[src/hdl/fnv1a_64_with_final_mix_unit_macros.svh]
// ----------------------------------------------------------------------------
// FNV-1a 64 hash unit assertion macros
// Shared concurrent assertion forms, clocked on clk, disabled in reset.
// ----------------------------------------------------------------------------
`ifndef FNV1A_64_WITH_FINAL_MIX_UNIT_MACROS_SVH
`define FNV1A_64_WITH_FINAL_MIX_UNIT_MACROS_SVH

// same-cycle implication
`define FNV_ASSERT_IMPL(lbl, ante, cons, msg) \
    lbl: assert property (@(posedge clk) disable iff (!rst_n) (ante) |-> (cons)) \
        else $error(msg);

// next-cycle implication
`define FNV_ASSERT_NEXT(lbl, ante, cons, msg) \
    lbl: assert property (@(posedge clk) disable iff (!rst_n) (ante) |=> (cons)) \
        else $error(msg);

`endif

[src/hdl/fnv1a_pkg.sv]
// ----------------------------------------------------------------------------
// FNV-1a 64 hash package
// Constants and sequencer types for the FNV-1a 64 hash unit with fmix64.
// ----------------------------------------------------------------------------
`default_nettype none

package fnv1a_pkg;

    localparam logic [63:0] FNV_OFFSET_BASIS = 64'hCBF29CE484222325;
    localparam logic [63:0] FNV_PRIME_64     = 64'h00000100000001B3;
    localparam logic [63:0] MIX_MUL_A        = 64'hFF51AFD7ED558CCD;
    localparam logic [63:0] MIX_MUL_B        = 64'hC4CEB9FE1A85EC53;
    localparam int unsigned MIX_SHIFT        = 33;

    typedef enum logic [1:0] {
        ST_IDLE,
        ST_MUL,
        ST_XSHIFT
    } state_t;

    // which multiply the shared unit is working on
    typedef enum logic [1:0] {
        PH_FNV,
        PH_MIXA,
        PH_MIXB
    } phase_t;

    typedef enum logic [1:0] {
        MS_LL,
        MS_LH,
        MS_HL,
        MS_SUM
    } mul_step_t;

endpackage

`default_nettype wire

[src/hdl/fnv1a_64_with_final_mix_unit.sv]
// ----------------------------------------------------------------------------
// FNV-1a 64 hash unit with fmix64 finalization
// Byte-serial FNV-1a 64 hash; the closing transaction runs murmur3 fmix64.
// ----------------------------------------------------------------------------
// A byte transaction is accepted, then runs a 4-step 64x64 mod 2^64 multiply
//   on one shared 32x32 multiplier. A last transaction adds fmix64 (XSHIFT,
//   MUL, XSHIFT, MUL, XSHIFT) before the result is shown in the output
//   register; the final step waits only while an earlier result is still
//   untaken. One input transaction at a time.
// Reset (async, rst_n low): running hash = offset basis, sequencer idle.
`default_nettype none
`include "fnv1a_64_with_final_mix_unit_macros.svh"

module fnv1a_64_with_final_mix_unit
    import fnv1a_pkg::*;
(
    input  wire logic        clk,
    input  wire logic        rst_n,
    input  wire logic        s_axis_tvalid,
    output logic             s_axis_tready,
    input  wire logic [7:0]  s_axis_tdata,   // [7:0] data_byte
    input  wire logic        s_axis_tuser,   // [0] byte_present
    input  wire logic        s_axis_tlast,   // last_item
    output logic             m_axis_tvalid,
    input  wire logic        m_axis_tready,
    output logic [63:0]      m_axis_tdata    // [63:0] hash_value
);

    state_t      state_reg, state_next;
    phase_t      phase_reg, phase_next;
    mul_step_t   step_reg, step_next;
    logic        last_reg, last_next;
    logic        out_valid_reg, out_valid_next;
    logic [63:0] hash_reg, hash_next;
    logic [63:0] a_reg, a_next;
    logic [63:0] b_reg, b_next;
    logic [63:0] acc_reg, acc_next;
    logic [63:0] prod_reg, prod_next;
    logic [63:0] out_reg, out_next;

    logic [31:0] mul_a;
    logic [31:0] mul_b;
    logic [63:0] mul_result;
    logic [63:0] a_xs;
    logic        s_acc;

    assign s_acc         = s_axis_tvalid && s_axis_tready;
    assign s_axis_tready = (state_reg == ST_IDLE);
    assign m_axis_tvalid = out_valid_reg;
    assign m_axis_tdata  = out_reg;

    assign mul_result = acc_reg + {prod_reg[31:0], 32'd0};
    assign a_xs       = a_reg ^ (a_reg >> MIX_SHIFT);

    always_comb
    begin
        case (step_reg)
            MS_LL:   begin mul_a = a_reg[31:0];  mul_b = b_reg[31:0];  end
            MS_LH:   begin mul_a = a_reg[31:0];  mul_b = b_reg[63:32]; end
            MS_HL:   begin mul_a = a_reg[63:32]; mul_b = b_reg[31:0];  end
            default: begin mul_a = a_reg[63:32]; mul_b = b_reg[31:0];  end
        endcase
    end

    always_ff @(posedge clk or negedge rst_n)
    begin
        if (!rst_n)
        begin
            state_reg     <= ST_IDLE;
            phase_reg     <= PH_FNV;
            step_reg      <= MS_LL;
            last_reg      <= 1'b0;
            out_valid_reg <= 1'b0;
            hash_reg      <= FNV_OFFSET_BASIS;
        end
        else
        begin
            state_reg     <= state_next;
            phase_reg     <= phase_next;
            step_reg      <= step_next;
            last_reg      <= last_next;
            out_valid_reg <= out_valid_next;
            hash_reg      <= hash_next;
        end
    end

    always_ff @(posedge clk)
    begin
        a_reg    <= a_next;
        b_reg    <= b_next;
        acc_reg  <= acc_next;
        prod_reg <= prod_next;
        out_reg  <= out_next;
    end

    always_comb
    begin
        state_next     = state_reg;
        phase_next     = phase_reg;
        step_next      = step_reg;
        last_next      = last_reg;
        out_valid_next = out_valid_reg;
        hash_next      = hash_reg;
        a_next         = a_reg;
        b_next         = b_reg;
        acc_next       = acc_reg;
        prod_next      = prod_reg;
        out_next       = out_reg;

        if (m_axis_tready)
        begin
            out_valid_next = 1'b0;
        end

        case (state_reg)
            ST_IDLE:
            begin
                if (s_acc)
                begin
                    last_next  = s_axis_tlast;
                    phase_next = PH_FNV;
                    step_next  = MS_LL;
                    if (s_axis_tuser)
                    begin
                        a_next     = hash_reg ^ {56'd0, s_axis_tdata};
                        b_next     = FNV_PRIME_64;
                        state_next = ST_MUL;
                    end
                    else if (s_axis_tlast)
                    begin
                        a_next     = hash_reg;
                        state_next = ST_XSHIFT;
                    end
                end
            end
            ST_MUL:
            begin
                prod_next = {32'd0, mul_a} * {32'd0, mul_b};
                case (step_reg)
                    MS_LL:
                    begin
                        step_next = MS_LH;
                    end
                    MS_LH:
                    begin
                        acc_next  = prod_reg;
                        step_next = MS_HL;
                    end
                    MS_HL:
                    begin
                        acc_next  = mul_result;
                        step_next = MS_SUM;
                    end
                    default:
                    begin
                        step_next = MS_LL;
                        a_next    = mul_result;
                        if (phase_reg == PH_FNV)
                        begin
                            hash_next  = mul_result;
                            state_next = last_reg ? ST_XSHIFT : ST_IDLE;
                        end
                        else
                        begin
                            state_next = ST_XSHIFT;
                        end
                    end
                endcase
            end
            ST_XSHIFT:
            begin
                step_next = MS_LL;
                case (phase_reg)
                    PH_FNV:
                    begin
                        a_next     = a_xs;
                        b_next     = MIX_MUL_A;
                        phase_next = PH_MIXA;
                        state_next = ST_MUL;
                    end
                    PH_MIXA:
                    begin
                        a_next     = a_xs;
                        b_next     = MIX_MUL_B;
                        phase_next = PH_MIXB;
                        state_next = ST_MUL;
                    end
                    default:
                    begin
                        // wait here while the output register still holds a result
                        if (!out_valid_reg || m_axis_tready)
                        begin
                            out_next       = a_xs;
                            out_valid_next = 1'b1;
                            hash_next      = FNV_OFFSET_BASIS;
                            phase_next     = PH_FNV;
                            state_next     = ST_IDLE;
                        end
                    end
                endcase
            end
            default:
            begin
                state_next = ST_IDLE;
            end
        endcase
    end

    `FNV_ASSERT_NEXT(a_out_hold, m_axis_tvalid && !m_axis_tready,
                     m_axis_tvalid && $stable(m_axis_tdata), "result dropped while stalled")
    `FNV_ASSERT_IMPL(a_step_idle, step_reg != MS_LL, state_reg == ST_MUL, "mul step outside MUL")
    `FNV_ASSERT_NEXT(a_empty_close, s_acc && s_axis_tlast && !s_axis_tuser,
                     state_reg == ST_XSHIFT, "empty close skipped finalize")
    `FNV_ASSERT_NEXT(a_hash_restart,
                     state_reg == ST_XSHIFT && phase_reg == PH_MIXB
                     && (!m_axis_tvalid || m_axis_tready),
                     m_axis_tvalid && hash_reg == FNV_OFFSET_BASIS,
                     "hash not restarted after finalize")

endmodule

`default_nettype wire
[config.mk]
export PLATFORM = sky130hd
export DESIGN_NAME = fnv1a_64_with_final_mix_unit
export DESIGN_NICKNAME = d
export VERILOG_FILES = /design/src/hdl/fnv1a_pkg.sv /design/src/hdl/fnv1a_64_with_final_mix_unit.sv
export VERILOG_INCLUDE_DIRS = /design/src /design/src/hdl
export SDC_FILE = /design/constraint.sdc
export NUM_CORES = 2
export LEC_CHECK = 0
export ABC_AREA = 1
export ABC_CLOCK_PERIOD_IN_PS = 16800
export BUFFER_PORTS_ARGS = -buffer_cell sky130_fd_sc_hd__buf_2
export CAP_MARGIN = 20
export CORE_AREA = 2 2 331 333
export CTS_BUF_LIST = sky130_fd_sc_hd__clkbuf_8
export DETAILED_ROUTE_END_ITERATION = 10
export DIE_AREA = 0 0 333 335
export HOLD_SLACK_MARGIN = 0.1
export MAX_ROUTING_LAYER = met4
export PLACE_DENSITY_LB_ADDON = 0.2
export SYNTH_ARGS = -nofsm -noshare
export SYNTH_HDL_FRONTEND = slang
export SYNTH_SLANG_ARGS = --single-unit
[constraint.sdc]
create_clock -name clk -period 16.8 [get_ports clk]
set_input_delay 1.68 -clock clk [delete_from_list [all_inputs] [get_ports clk]]
set_output_delay 1.68 -clock clk [all_outputs]
set_load 0.05 [all_outputs]
==> qor.yml <==
vias: 36800
clk_latency_ns: 0.66
ant_nets: 0
drive_above_1_share: 0.0603
end_kind: "register"
antenna_cells: 0
dp_hpwl_mm: 139
grtUsageTotal: 0.306
cts_tree: "done"
place.gp.congestion: 0.998
synthTopCellsByArea: "fa_1 (34%), edfxtp_1 (16%), inv_1 (12%)"
portBuffers: 79
fin_nets: 6923
start_util: 0.447
clock_sinks: 334
finalMaxSlewViolations: 0
path_buf_inv: 9
die-area_mm2: 0.112
synth_area_leader_cell: "fa_1"
finalSetupTns_ns: 0
numCtsBuffers: 53
yosysSeqAreaShare: 0.201
slowest_delay_ns: 0.75
drt-initial-drc-count: 3181
synth-async-reset-ratio: 0.216
drt-vias-per-instance: 5.12
cpMostUsedCell: "fa_1"
yosysWarnings: 0
skew_ns: 0.0574
ys.flop_type: "edfxtp_1"
first_pass_iters: 5
ctsHoldBuffers: 0
dr_wl_met3_mm: 11.2
rsz0062_at_grt: "false"
finalWirelength_mm: 162
ctsResizeCount: 0
root_buffer: "clkbuf_8"
critPathLaunchType: "register"
h-tree-depth: 2
syn_area_mm2: 0.0483
drc: 0
grt_pass1_vias: 37400
hold_path.class: "register to register"
wl_per_cell_um: 22.6
finalCriticalPeriod_ns: 10.38
critPathMaxFanout: 24
top_layer_used: "met4"
m1WireLength_mm: 73.1
crit_arrival_ns: 10.79
fmax_mhz: 96.3
path_class: "register to register"
finalHoldViolCount: 0
clkSlewWorstSetupHoldPaths_ns: 0.06
min_path_cells: 0
synth_fp_nets: 6857
cpMaxStageDelayCell: "a21boi_0"
slew_headroom: 0.183
cts_setup_buffers: 0
gr-total-overflow: 0
setup_viol: 0
final_common_cell: "inv_1"
synth-seq-cells: 334
cp.required_ns: 17.21
worstSetupPathDepth: 29
cap_violations: 0
syn2layout_area_growth_pct: 6.41
clockBufferDepth: 3
grt_pass1_wl_mm: 245
cp_top_family: "adder cells"
avgSynthCellArea_um2: 8.54
grt_max_degree: 62
r2r_cells: 29
ys_types: 53
rows: 121
status: "complete, no violations"
worstMarginPinSlew_ns: 1.22
io_pins: 80
synth-edff-count: 262
yosys.area.top_type_share: 0.335
min_period_over_period: 0.618
die_w_um: 333
core_mm2: 0.108
die_h_um: 335
syn_inst: 5661
layout_common_cells: "inv_1 (1617), nand2_1 (1144), fa_1 (810)"
wl_met2_mm: 72.7
antenna_found_initial: 1
==> layout make-up <==
class	instances	area, um2
clock inverters	41	239
flip-flops and latches	334	9700
repair buffers	137	860
well taps	1414	1770
multi-input cells	3576	32000
clock buffers	59	812
fillers	10800	56700
inverters	1625	6100
==> cells by family after synthesis <==
family / share of synthesized area
compound gates: 0.0495
fa+ha+maj: 0.432
flops: 0.201
simple gates: 0.156
xor+xnor: 0.0234
buf+inv: 0.139
==> per-stage QoR <==
step	std cells	setup slack [ns]	cell area (um2)	utilization	hold WS [ns]
floorplan	5661	9.39	48300	-	0.427
global placement	7084	6.48	50300	0.466	0.447
detailed placement	7084	6.53	50300	0.466	0.454
CTS	7184	6.55	51400	0.475	0.472
global route	7186	6.05	51400	0.476	0.500
finish	7186	6.42	51400	0.476	0.471
==> routing by layer <==
metal,vias up,global-route usage
li1,16900,-
met1,18300,0.438
met2,1341,0.461
met3,246,0.0341
met4,0,0.0838
met5,-,-
==> worst paths after layout <==
path | start | endpoint | slack [ns]
max | step_reg[1] | prod_reg[55] | 6.42
min | a_reg[32] | m_axis_tdata[32] | 0.47
max reg2reg | step_reg[1] | prod_reg[55] | 6.42
min reg2reg | a_reg[32] | m_axis_tdata[32] | 0.47
max in group asynchronous | rst_n | hash_reg[3] | 14.66
min in group asynchronous | rst_n | hash_reg[58] | 0.86
==> synth_stat cells (all sizes together) (31+ instances only) <==
master,instances
a21oi,94
buf,69
clkbuf,57
dfrtp,44
edfxtp,262
fa,810
ha,372
inv,1623
nand2,1151
nand3,154
nor2,512
o21ai,144
o21bai,33
o22ai,37
xnor2,31
xor2,98
Power is not shown: default switching activity piles up to over one toggle a cycle in this logic, so the estimate is an artifact.
